==> config.mk <==
export PLATFORM = sky130hd
export DESIGN_NAME = subtitle_composition_segment_parser_top
export DESIGN_NICKNAME = d
export VERILOG_FILES = /design/src/sv/pcsp_pkg.sv /design/src/sv/pcsp_core.sv /design/src/sv/subtitle_composition_segment_parser_top.sv
export SDC_FILE = /design/constraint.sdc
export NUM_CORES = 1
export LEC_CHECK = 0
export BUFFER_PORTS_ARGS = -buffer_cell sky130_fd_sc_hd__buf_4
export CAP_MARGIN = 20
export CORE_ASPECT_RATIO = 1.4
export CORE_MARGIN = 3
export CORE_UTILIZATION = 54
export DETAILED_ROUTE_END_ITERATION = 8
export HOLD_SLACK_MARGIN = 0.05
export PLACE_DENSITY = 0.8
export SYNTH_ARGS = -nofsm -noshare
export SYNTH_HDL_FRONTEND = slang
export SYNTH_HIERARCHICAL = 1
export SYNTH_SLANG_ARGS = --single-unit
==> constraint.sdc <==
create_clock -name clk -period 9.8 [get_ports clk]
set_clock_uncertainty 0.15 [all_clocks]
set_input_delay 0.49 -clock clk [delete_from_list [all_inputs] [get_ports clk]]
set_output_delay 0.49 -clock clk [all_outputs]
set_load 0.03 [all_outputs]
==> src/sv/pcsp_pkg.sv <==
package pcsp_pkg;

	localparam int ByteW = 8;
	localparam int WordW = 16;
	localparam int PosW  = 4;
	localparam int FieldDepth = 16;

	localparam logic [1:0] KIND_HEADER = 2'd0;
	localparam logic [1:0] KIND_OBJECT = 2'd1;
	localparam logic [1:0] KIND_ERROR  = 2'd2;

	localparam logic [WordW-1:0] ERR_TRUNCATED     = 16'd0;
	localparam logic [WordW-1:0] ERR_ZERO_DIM      = 16'd1;
	localparam logic [WordW-1:0] ERR_STATE         = 16'd2;
	localparam logic [WordW-1:0] ERR_HDR_RESERVED  = 16'd3;
	localparam logic [WordW-1:0] ERR_PALETTE_ID    = 16'd4;
	localparam logic [WordW-1:0] ERR_OBJECT_COUNT  = 16'd5;
	localparam logic [WordW-1:0] ERR_OBJ_RESERVED  = 16'd6;
	localparam logic [WordW-1:0] ERR_OUTSIDE_VIDEO = 16'd7;
	localparam logic [WordW-1:0] ERR_ZERO_CROP     = 16'd8;
	localparam logic [WordW-1:0] ERR_TRAILING      = 16'd9;

	localparam logic CFG_PALETTE_LIMIT = 1'b0;
	localparam logic CFG_OBJECT_LIMIT  = 1'b1;

	localparam logic [ByteW-1:0] PALETTE_LIMIT_RST = 8'd8;
	localparam logic [ByteW-1:0] OBJECT_LIMIT_RST  = 8'd2;

	localparam logic [PosW-1:0] HDR_LAST_POS  = 4'd10;
	localparam logic [PosW-1:0] OBJ_BASE_POS  = 4'd7;
	localparam logic [PosW-1:0] OBJ_CROP_POS  = 4'd15;

	typedef struct packed {
		logic [ByteW-1:0] palette_limit;
		logic [ByteW-1:0] object_limit;
	} cfg_t;

	typedef struct packed {
		logic [1:0]       kind;
		logic             done;
		logic [WordW-1:0] ident;
		logic [WordW-1:0] horiz;
		logic [WordW-1:0] vert;
		logic [WordW-1:0] aux_zero;
		logic [WordW-1:0] aux_one;
		logic [WordW-1:0] aux_two;
		logic [WordW-1:0] aux_three;
		logic [ByteW-1:0] small_id;
		logic [ByteW-1:0] flag_bits;
	} rec_t;

endpackage

==> src/sv/pcsp_core.sv <==
module pcsp_core import pcsp_pkg::*; (
	input  logic             clk,
	input  logic             arst_n,
	input  logic             fire,
	input  logic [ByteW-1:0] seg_byte,
	input  logic             seg_last,
	input  cfg_t             cfg,
	output logic             rec_valid,
	output rec_t             rec
);

	logic [PosW-1:0]  pos_q, pos_d;
	logic             in_obj_q, in_obj_d;
	logic [ByteW-1:0] left_q, left_d;
	logic             skip_q, skip_d;
	logic             parsed_q, parsed_d;
	logic [WordW-1:0] video_w_q, video_h_q;
	logic [ByteW-1:0] fb_q [FieldDepth];
	logic [ByteW-1:0] fb_cur [FieldDepth];

	logic             video_we;
	logic             fb_we;
	logic             do_fail;
	logic             do_end;
	logic             obj_done;
	logic             cropped;
	logic [WordW-1:0] fail_code;
	logic [WordW-1:0] hdr_w, hdr_h, obj_x, obj_y;
	logic [WordW-1:0] crop_x, crop_y, crop_w, crop_h;
	logic [ByteW-1:0] st, pu, pal, cnt, ofl;

	always_comb begin
		fb_cur = fb_q;
		fb_cur[pos_q] = seg_byte;
	end

	assign hdr_w  = {fb_cur[0], fb_cur[1]};
	assign hdr_h  = {fb_cur[2], fb_cur[3]};
	assign st     = fb_cur[7];
	assign pu     = fb_cur[8];
	assign pal    = fb_cur[9];
	assign cnt    = fb_cur[10];
	assign ofl    = fb_cur[3];
	assign obj_x  = {fb_cur[4], fb_cur[5]};
	assign obj_y  = {fb_cur[6], fb_cur[7]};
	assign crop_x = {fb_cur[8], fb_cur[9]};
	assign crop_y = {fb_cur[10], fb_cur[11]};
	assign crop_w = {fb_cur[12], fb_cur[13]};
	assign crop_h = {fb_cur[14], fb_cur[15]};
	assign cropped = (pos_q == OBJ_CROP_POS);

	always_comb begin
		pos_d     = pos_q;
		in_obj_d  = in_obj_q;
		left_d    = left_q;
		skip_d    = skip_q;
		parsed_d  = parsed_q;
		video_we  = 1'b0;
		fb_we     = 1'b0;
		do_fail   = 1'b0;
		do_end    = 1'b0;
		obj_done  = 1'b0;
		fail_code = ERR_TRUNCATED;
		rec_valid = 1'b0;
		rec       = '0;
		rec.done  = seg_last;

		if (skip_q) begin
			do_end = seg_last;
		end else if (parsed_q) begin
			do_fail   = 1'b1;
			fail_code = ERR_TRAILING;
		end else if (!in_obj_q) begin
			fb_we = 1'b1;
			if (pos_q != HDR_LAST_POS) begin
				if (seg_last) do_fail = 1'b1;
				else pos_d = pos_q + 1'b1;
			end else begin
				video_we = 1'b1;
				if (hdr_w == '0 || hdr_h == '0) begin
					do_fail = 1'b1; fail_code = ERR_ZERO_DIM;
				end else if (st[5:0] != '0) begin
					do_fail = 1'b1; fail_code = ERR_STATE;
				end else if (pu[6:0] != '0) begin
					do_fail = 1'b1; fail_code = ERR_HDR_RESERVED;
				end else if (pal >= cfg.palette_limit) begin
					do_fail = 1'b1; fail_code = ERR_PALETTE_ID;
				end else if (cnt > cfg.object_limit) begin
					do_fail = 1'b1; fail_code = ERR_OBJECT_COUNT;
				end else if (cnt != '0 && seg_last) begin
					do_fail = 1'b1;
				end else begin
					rec_valid      = 1'b1;
					rec.kind       = KIND_HEADER;
					rec.ident      = {fb_cur[5], fb_cur[6]};
					rec.horiz      = hdr_w;
					rec.vert       = hdr_h;
					rec.aux_zero   = {8'h00, pal};
					rec.aux_one    = {8'h00, cnt};
					rec.small_id   = fb_cur[4];
					rec.flag_bits  = {st[7:6], pu[7], (st != '0), 4'b0000};
					pos_d = '0;
					if (cnt == '0) begin
						if (seg_last) do_end = 1'b1;
						else parsed_d = 1'b1;
					end else begin
						in_obj_d = 1'b1;
						left_d   = cnt;
					end
				end
			end
		end else begin
			fb_we = 1'b1;
			if (pos_q == OBJ_BASE_POS) begin
				if (ofl[5:0] != '0) begin
					do_fail = 1'b1; fail_code = ERR_OBJ_RESERVED;
				end else if (obj_x > video_w_q || obj_y > video_h_q) begin
					do_fail = 1'b1; fail_code = ERR_OUTSIDE_VIDEO;
				end else if (ofl[7]) begin
					if (seg_last) do_fail = 1'b1;
					else pos_d = pos_q + 1'b1;
				end else begin
					obj_done = 1'b1;
				end
			end else if (cropped) begin
				obj_done = 1'b1;
			end else begin
				if (seg_last) do_fail = 1'b1;
				else pos_d = pos_q + 1'b1;
			end
		end

		if (obj_done) begin
			if (cropped && (crop_w == '0 || crop_h == '0)) begin
				do_fail = 1'b1; fail_code = ERR_ZERO_CROP;
			end else if (left_q > 8'd1 && seg_last) begin
				do_fail = 1'b1;
			end else begin
				rec_valid     = 1'b1;
				rec.kind      = KIND_OBJECT;
				rec.ident     = {fb_cur[0], fb_cur[1]};
				rec.horiz     = obj_x;
				rec.vert      = obj_y;
				rec.aux_zero  = cropped ? crop_x : '0;
				rec.aux_one   = cropped ? crop_y : '0;
				rec.aux_two   = cropped ? crop_w : '0;
				rec.aux_three = cropped ? crop_h : '0;
				rec.small_id  = fb_cur[2];
				rec.flag_bits = ofl;
				pos_d  = '0;
				left_d = left_q - 1'b1;
				if (left_q == 8'd1) begin
					if (seg_last) begin
						do_end = 1'b1;
					end else begin
						in_obj_d = 1'b0;
						parsed_d = 1'b1;
					end
				end
			end
		end

		if (do_fail) begin
			rec_valid = 1'b1;
			rec       = '0;
			rec.kind  = KIND_ERROR;
			rec.done  = seg_last;
			rec.ident = fail_code;
			if (seg_last) do_end = 1'b1;
			else skip_d = 1'b1;
		end

		if (do_end) begin
			pos_d    = '0;
			in_obj_d = 1'b0;
			left_d   = '0;
			skip_d   = 1'b0;
			parsed_d = 1'b0;
		end
	end

	always_ff @(posedge clk or negedge arst_n) begin
		if (!arst_n) begin
			pos_q     <= '0;
			in_obj_q  <= 1'b0;
			left_q    <= '0;
			skip_q    <= 1'b0;
			parsed_q  <= 1'b0;
			video_w_q <= '0;
			video_h_q <= '0;
		end else if (fire) begin
			pos_q    <= pos_d;
			in_obj_q <= in_obj_d;
			left_q   <= left_d;
			skip_q   <= skip_d;
			parsed_q <= parsed_d;
			if (video_we) begin
				video_w_q <= hdr_w;
				video_h_q <= hdr_h;
			end
		end
	end

	always_ff @(posedge clk) begin
		if (fire && fb_we) begin
			fb_q[pos_q] <= seg_byte;
		end
	end

	a_parsed_not_obj: assert property (@(posedge clk) disable iff (!arst_n)
		parsed_q |-> !in_obj_q)
		else $error("all-parsed set during object phase");

	a_obj_owed: assert property (@(posedge clk) disable iff (!arst_n)
		in_obj_q |-> (left_q != '0))
		else $error("object phase with nothing owed");

	a_hdr_pos: assert property (@(posedge clk) disable iff (!arst_n)
		!in_obj_q |-> (pos_q <= HDR_LAST_POS))
		else $error("header position beyond last header byte");

	a_last_restarts: assert property (@(posedge clk) disable iff (!arst_n)
		(fire && seg_last) |=> (pos_q == '0 && !in_obj_q && !skip_q && !parsed_q))
		else $error("parse state not restarted after final byte");

endmodule

==> src/sv/subtitle_composition_segment_parser_top.sv <==
// subtitle composition segment parser
//
// bytes of a composition segment body enter on the in channel (in_valid /
// in_ready, seg_byte, seg_last marks the final byte of each segment). header,
// object and error records leave on the out channel (out_valid / out_ready)
// as one word each; bytes that complete no record give no word. the user must
// write palette_limit and object_limit through cfg_wr_en / cfg_index /
// cfg_data, and only while the block is idle; the block itself has no guard.
//
// a byte accepted into the input register is parsed from it combinationally
// and its record is registered in the output register as the parser advances.
// throughput: one byte per cycle unless stalled; the state carried from byte
// to byte is the parse position, phase flags, objects owed, stored video size
// and capture bytes. when the receiver stalls the record waits in the output
// register; the input register still takes one more byte, and in_ready falls
// only when both are full. reset clears the parse state, the stored video
// size and the output valid, and loads the default limits (8 and 2).
module subtitle_composition_segment_parser_top import pcsp_pkg::*; (
	input  logic             clk,
	input  logic             arst_n,
	input  logic             in_valid,
	output logic             in_ready,
	input  logic [ByteW-1:0] seg_byte,
	input  logic             seg_last,
	output logic             out_valid,
	input  logic             out_ready,
	output logic [1:0]       rec_kind,
	output logic             seg_done,
	output logic [WordW-1:0] ident,
	output logic [WordW-1:0] horiz,
	output logic [WordW-1:0] vert,
	output logic [WordW-1:0] aux_zero,
	output logic [WordW-1:0] aux_one,
	output logic [WordW-1:0] aux_two,
	output logic [WordW-1:0] aux_three,
	output logic [ByteW-1:0] small_id,
	output logic [ByteW-1:0] flag_bits,
	input  logic             cfg_wr_en,
	input  logic             cfg_index,
	input  logic [ByteW-1:0] cfg_data
);

	logic             valid_s1;
	logic [ByteW-1:0] byte_s1;
	logic             last_s1;
	logic             advance;
	cfg_t             cfg_q;
	logic             core_valid;
	rec_t             core_rec;
	logic             out_valid_q;
	rec_t             rec_q;

	assign advance  = valid_s1 && (!out_valid_q || out_ready);
	assign in_ready = !valid_s1 || advance;

	always_ff @(posedge clk or negedge arst_n) begin
		if (!arst_n) begin
			valid_s1 <= 1'b0;
		end else if (in_valid && in_ready) begin
			valid_s1 <= 1'b1;
		end else if (advance) begin
			valid_s1 <= 1'b0;
		end
	end

	always_ff @(posedge clk) begin
		if (in_valid && in_ready) begin
			byte_s1 <= seg_byte;
			last_s1 <= seg_last;
		end
	end

	always_ff @(posedge clk or negedge arst_n) begin
		if (!arst_n) begin
			cfg_q.palette_limit <= PALETTE_LIMIT_RST;
			cfg_q.object_limit  <= OBJECT_LIMIT_RST;
		end else if (cfg_wr_en) begin
			unique case (cfg_index)
				CFG_PALETTE_LIMIT: cfg_q.palette_limit <= cfg_data;
				CFG_OBJECT_LIMIT:  cfg_q.object_limit  <= cfg_data;
				default: ;
			endcase
		end
	end

	pcsp_core u_core (
		.clk       (clk),
		.arst_n    (arst_n),
		.fire      (advance),
		.seg_byte  (byte_s1),
		.seg_last  (last_s1),
		.cfg       (cfg_q),
		.rec_valid (core_valid),
		.rec       (core_rec)
	);

	always_ff @(posedge clk or negedge arst_n) begin
		if (!arst_n) begin
			out_valid_q <= 1'b0;
		end else if (advance) begin
			out_valid_q <= core_valid;
		end else if (out_ready) begin
			out_valid_q <= 1'b0;
		end
	end

	always_ff @(posedge clk) begin
		if (advance && core_valid) begin
			rec_q <= core_rec;
		end
	end

	assign out_valid = out_valid_q;
	assign rec_kind  = rec_q.kind;
	assign seg_done  = rec_q.done;
	assign ident     = rec_q.ident;
	assign horiz     = rec_q.horiz;
	assign vert      = rec_q.vert;
	assign aux_zero  = rec_q.aux_zero;
	assign aux_one   = rec_q.aux_one;
	assign aux_two   = rec_q.aux_two;
	assign aux_three = rec_q.aux_three;
	assign small_id  = rec_q.small_id;
	assign flag_bits = rec_q.flag_bits;

	a_no_overwrite: assert property (@(posedge clk) disable iff (!arst_n)
		(out_valid_q && !out_ready) |-> !advance)
		else $error("held word overwritten by parser");

	a_ready_free: assert property (@(posedge clk) disable iff (!arst_n)
		!valid_s1 |-> in_ready)
		else $error("input refused with empty input register");

	a_error_fields: assert property (@(posedge clk) disable iff (!arst_n)
		(out_valid_q && rec_q.kind == KIND_ERROR) |->
		(rec_q.horiz == '0 && rec_q.vert == '0 && rec_q.flag_bits == '0))
		else $error("error word carries payload");

endmodule
---- Word level (Yosys, flattened, before mapping) ----
Index checks and enable logic that the tools add are counted.
storage, ports and cells
  word-level logic and storage cells ...... 283
  input bits .............................. 23
  bits in registers ....................... 333
cells by class
  muxes and demuxes ....................... 190
  bitwise operators ....................... 4
  reduce and logical (&&, ||, !) cells .... 34
  equal/unequal tests ..................... 5
  $add $sub $neg .......................... 2
  magnitude comparators ................... 7
operators with widths
  kind                                                                              number
  80-bit two-way mux                                                                10
  128-bit two-way mux                                                               4
  16-bit two-way mux                                                                26
  128-bit bitwise mux                                                               1
  8-bit two-way mux                                                                 16
  1-bit two-way mux                                                                 108
  4-bit two-way mux                                                                 20
  16-bit zero test                                                                  4
  8-bit demux with 4-bit select                                                     1
  16-bit greater-than comparator                                                    2
  8-bit nonzero test                                                                2
  6-bit nonzero test                                                                2
  8-bit by 1-bit equality test with 1-bit output (second input constant)            1
  8-bit >= comparator                                                               1
  8-bit by 1-bit greater-than comparator with 1-bit output (second input constant)  1
  8-bit greater-than comparator                                                     1
  1-bit logical AND                                                                 8
  8-bit zero test                                                                   1
  8-bit by 1-bit subtractor with 8-bit output (second input constant)               1
  7-bit nonzero test                                                                1
  3-bit two-way mux                                                                 2
  2-bit AND reduction                                                               3
  2-bit nonzero test                                                                3
  5-bit >= comparator (second input constant)                                       1
  other kinds (14)                                                                  22

---- Logic depth before layout (Yosys ltp) ----
  depth after elaboration ................. 27
  depth in mapped cells ................... 20
  depth with buffers taken out ............ 16

---- Modules after synthesis ----
Netlist, hierarchy kept.
by module, submodules not included
  module                                   times used  area an instance (sq um)  cells each  sequential area each (sq um)
  pcsp_core                                1           10,413.7                  1,042       4,779.6
  subtitle_composition_segment_parser_top  1           4,944.7                   185         4,657.0

---- Worst setup path after synthesis ----
OpenSTA, ideal clock, no wires.
  path kind ............................... flip-flop to flip-flop
  start point ............................. register u_core.pos_q[0]
  end point ............................... register rec_q, in the netlist aux_one[0] (enable)
  arrival ................................. 9,631 ps
  period minus slack after synthesis ...... 10,419 ps
  stages on the path, launching flop included .. 21
  slack ................................... -619 ps
  buffers on the path ..................... 5
  setup time .............................. 638 ps
  data required time ...................... 9,012 ps
  cell sequence ........................... dfrtp_1 inv_1 ha_1 clkbuf_1 nand3b_2 buf_1 mux2i_1 inv_1 ha_1 nor2b_1 a2111oi_0 o31ai_1 o211ai_1 and4_1 buf_4 nand4_1 clkbuf_1 buf_1 nand4_1 nand2_1 nor2b_1
RTL lines
  item                    RTL line                                        text
  start, declared         pcsp_core.sv:12                                 logic [PosW-1:0] pos_q, pos_d;
  start signal, assigned  pcsp_core.sv:192                                pos_q <= pos_d;
  end signal, assigned    subtitle_composition_segment_parser_top.sv:109  rec_q <= core_rec;
  end, declared           subtitle_composition_segment_parser_top.sv:51   rec_t rec_q;

==> results.md <==
- Gr ovfl total: 0
- Die X: about 150 µm
- Vias in the first global route: approximately 10000
- Net Sw Power: ~1100 µW
- Crit Path Max Fanout: 67
- CP Cell Sequence: inv_1, ha_1, nand3b_2, mux2i_1, inv_1, ha_1, nor2b_1, a2111oi_0, o31ai_1, o211ai_1, and4_1, nand4_1, nand4_1, nand2_1, nor2b_4, buf_4, buf_16
- Hold Path Class: input pin to register
- Worst R2R Path Depth: 17
- Max reg flops: 120
- GP Congestion: approximately 0.95
- CTS tree: yes
- Maximum clock frequency: about 180 MHz
- Final Hold Violating Endpoints: 0
- WL final: about 38000 µm
- Final worst slack: 4.29 ns
- H-tree levels: 1
- Total track usage: 0.246
- Final hold slack: about 0.14 ns
- Syn Inst Count: around 1200
- RSZ-0062 raised after global routing: false
- TritonCTS buffer count: 30
- Slowest stage delay, CP: ~0.46 ns
- Critical path's slowest cell: and4_1
- Setup Viol. Count Final: 0
- Worst Setup SP: u_core/pos_q[0]
- HPWL after detailed placement: approximately 25000 µm
- Register with the most flip-flops: u_core/fb_q
- Global-route wire length before repair: slightly below 60000 µm
- DR vias: 10573
- Clock Power Share: 0.313
- Setup Slack @ Placement: 4.13 ns
- Power density over cell area: 211 mW/mm²
- Placeable core area: around 0.028 mm²
- Pleak: roughly 0.0076 µW
- Sequential share of power: 0.479
- Die area: about 0.031 mm²
- WP buf/inv: 4
- Fin util: 0.647
- Critical path class: register to register
- Mapped cell area: 0.0154 mm²
- Vias/cell: about 6.0
- Starting Density: 0.552
- Root Driver: clkbuf_16
- Avg Cell Area, Syn: 12.5 µm²
- DRT Pass-1 Iters: 5
- Hold wc startpoint: out_ready
- Internal power: between 2000 and 3000 µW
- Max Slew Vio Count: 0
- Initial antenna violation count: 0
- Data required, critical path: roughly 9.9 ns
- Tot Pwr: ~3800 µW
- Tcrit/Tclk final: 0.563
- Share of post-route cells with drive strength above 1: 0.223
- Fraction of registers with async set/reset: 0.200
- Worst Tran Pin Value: about 1.1 ns
- Status: finished, final reports clean
- Nets: between 1000 and 1500
- Crit path capture type: register
- Most used flip-flop cell after synthesis: edfxtp_1
- Cell variety after synth: 70
- Area Overhead vs Synth: 17.3%
- # fillers: just over 2000
- Sequential area share after synthesis: 0.614
- Maximum VDD drop: 0.000168 V
- Flops & latches, synth: about 330
- Cell row count: just over 70
- Boundary Pins: approximately 160
- Combinational power share: 0.207
- Residual DRC: 0
- Post-Syn Nets: about 1300
- Post-synth EDFFs: 260
- Wirelength per Cell: 21.6 µm
- Relative slew slack: 0.243
- Cells on Worst Hold Path: 3
- Sw Ratio: 0.294
- R2r startpoint: u_core/pos_q[0]
- Post-route setup TNS: 0 ns
- Port Buf Inserts: roughly 160
- Ys Warns: 6
- Min Tclk post-route: 5.51 ns
- Largest net degree at the start of global routing: between 80 and 90
- Max Root-Sink Buffers: 3
- Max-cap viol count: 0
- Clk sink count: roughly 330
- Post-DRT Antenna Nets: 0
- Iter 0 DRT Violations: 1012
- Clock slew at reported path FFs: about 0.070 ns
- N_diodes: 0
- Clk_lat worst skew: around 0.56 ns
- Worst setup SP type: register
- Crit path depth: 17
- Crit-path leading delay family: simple AND/OR/NAND/NOR gates
- Die height: 206 µm
- CP Data Arrival Time: between 5 and 6 ns
==> cell usage in the layout (no fill, tap or decap), drive strengths merged, types with 15 or more instances in the layout <==
master       synthesis  final
a21oi               72     72
ha                  53     53
nand2               50     50
mux2                71     71
inv                130    132
o22ai               53     53
dlygate4sd3          0     19
mux2i               66     66
nand3               25     25
nor4                21     21
clkbuf              43     42
nor2                70     70
edfxtp             260    260
nor3                15     15
o21ai               35     35
and2                47     47
dfrtp               63     63
buf                 27    170
==> power by group through the flow <==
stage | clock network [µW] | logic [µW] | registers [µW]
finish | 1190 | 789 | 1820
detailed placement | 0 | 767 | 1850
global placement | 0 | 746 | 1840
CTS | 1210 | 777 | 1820
floorplan | 0 | 456 | 1900
global route | 1250 | 851 | 1840
==> per-layer routing <==
layer | track usage | vias up | wire length [µm]
met3 | 0.0282 | 76 | 2400
met2 | 0.436 | 465 | 19900
met5 | 0 | - | 0
li1 | - | 4806 | -
met1 | 0.313 | 5226 | 14900
met4 | 0.0855 | 0 | 1120
==> synth_stat cells (4+ instances only) <==
| master | n | area [µm²] |
|---|---|---|
| a211oi_1 | 7 | 52.6 |
| a21boi_0 | 8 | 60.1 |
| a21oi_1 | 71 | 355 |
| a31oi_1 | 4 | 25.0 |
| a32o_1 | 4 | 40.0 |
| and2_1 | 46 | 288 |
| and3_1 | 6 | 37.5 |
| and4_1 | 5 | 43.8 |
| buf_1 | 8 | 30.0 |
| buf_2 | 12 | 60.1 |
| buf_4 | 4 | 30.0 |
| clkbuf_1 | 43 | 161 |
| dfrtp_1 | 63 | 1580 |
| edfxtp_1 | 260 | 7810 |
| ha_1 | 53 | 663 |
| inv_1 | 129 | 484 |
| mux2_2 | 63 | 709 |
| mux2_4 | 8 | 120 |
| mux2i_1 | 66 | 661 |
| nand2_1 | 49 | 184 |
| nand3_1 | 25 | 125 |
| nand4_1 | 9 | 56.3 |
| nor2_1 | 70 | 263 |
| nor2b_1 | 7 | 43.8 |
| nor3_1 | 15 | 75.1 |
| nor3b_1 | 6 | 45.0 |
| nor4_1 | 19 | 119 |
| o21ai_0 | 35 | 175 |
| o22ai_1 | 53 | 332 |
| o31ai_1 | 7 | 52.6 |
| or2_2 | 8 | 50.1 |
| or3_1 | 4 | 25.0 |
==> kinds of logic (layout without fill, tap and decap cells) <==
logic type,count (synthesis),after routing,synth area share
AO/OA/AOI/OAI,226,226,0.0951
AND/OR/NAND/NOR,286,286,0.0980
adder cells (fa/ha/maj),53,53,0.0432
multiplexers,137,137,0.0970
buffers and inverters,200,375,0.0523
flip-flops,325,325,0.614
==> worst min-delay path: cells and delay by family <==
family,cells,cell delay (ns)
buffers and inverters,1,0.09
and+or+nand+nor,2,0.22
==> final timing paths <==
path | to | slack, ns
worst max-delay path | small_id[3] | 4.29
worst min-delay path | valid_s1 | 0.14
worst max register to register | small_id[3] | 4.29
worst min register to register | u_core/video_w_q[0] | 0.35
max in group asynchronous | u_core/video_w_q[11] | 8.43
min in group asynchronous | u_core/video_h_q[3] | 0.48
==> final cells by class <==
class	instances	area [µm²]	share of cell area
inverters	130	490	0.0272
flip-flops and latches	325	9440	0.524
clock buffers	42	857	0.0476
repair buffers	189	1490	0.0825
clock inverters	14	154	0.00854
well taps	370	463	0.0257
multi-input cells	702	5130	0.285
==> stage by stage <==
| step | instance area [µm²] | cells |
|---|---|---|
| final | 18000 | 1772 |
| after global routing | 18000 | 1772 |
| after CTS | 18000 | 1771 |
| after detailed placement | 16800 | 1696 |
| after global placement | 16800 | 1696 |
| after floorplan | 15400 | 1227 |
==> timing repair <==
| action | in CTS | in global routing |
|---|---|---|
| hold buffers | 19 | 0 |
| buffers inserted | 0 | 0 |
| hold endpoints to repair | 89 | 0 |
| gates resized for setup | 0 | 0 |
Note: power is estimated with default switching activity, not from simulation.
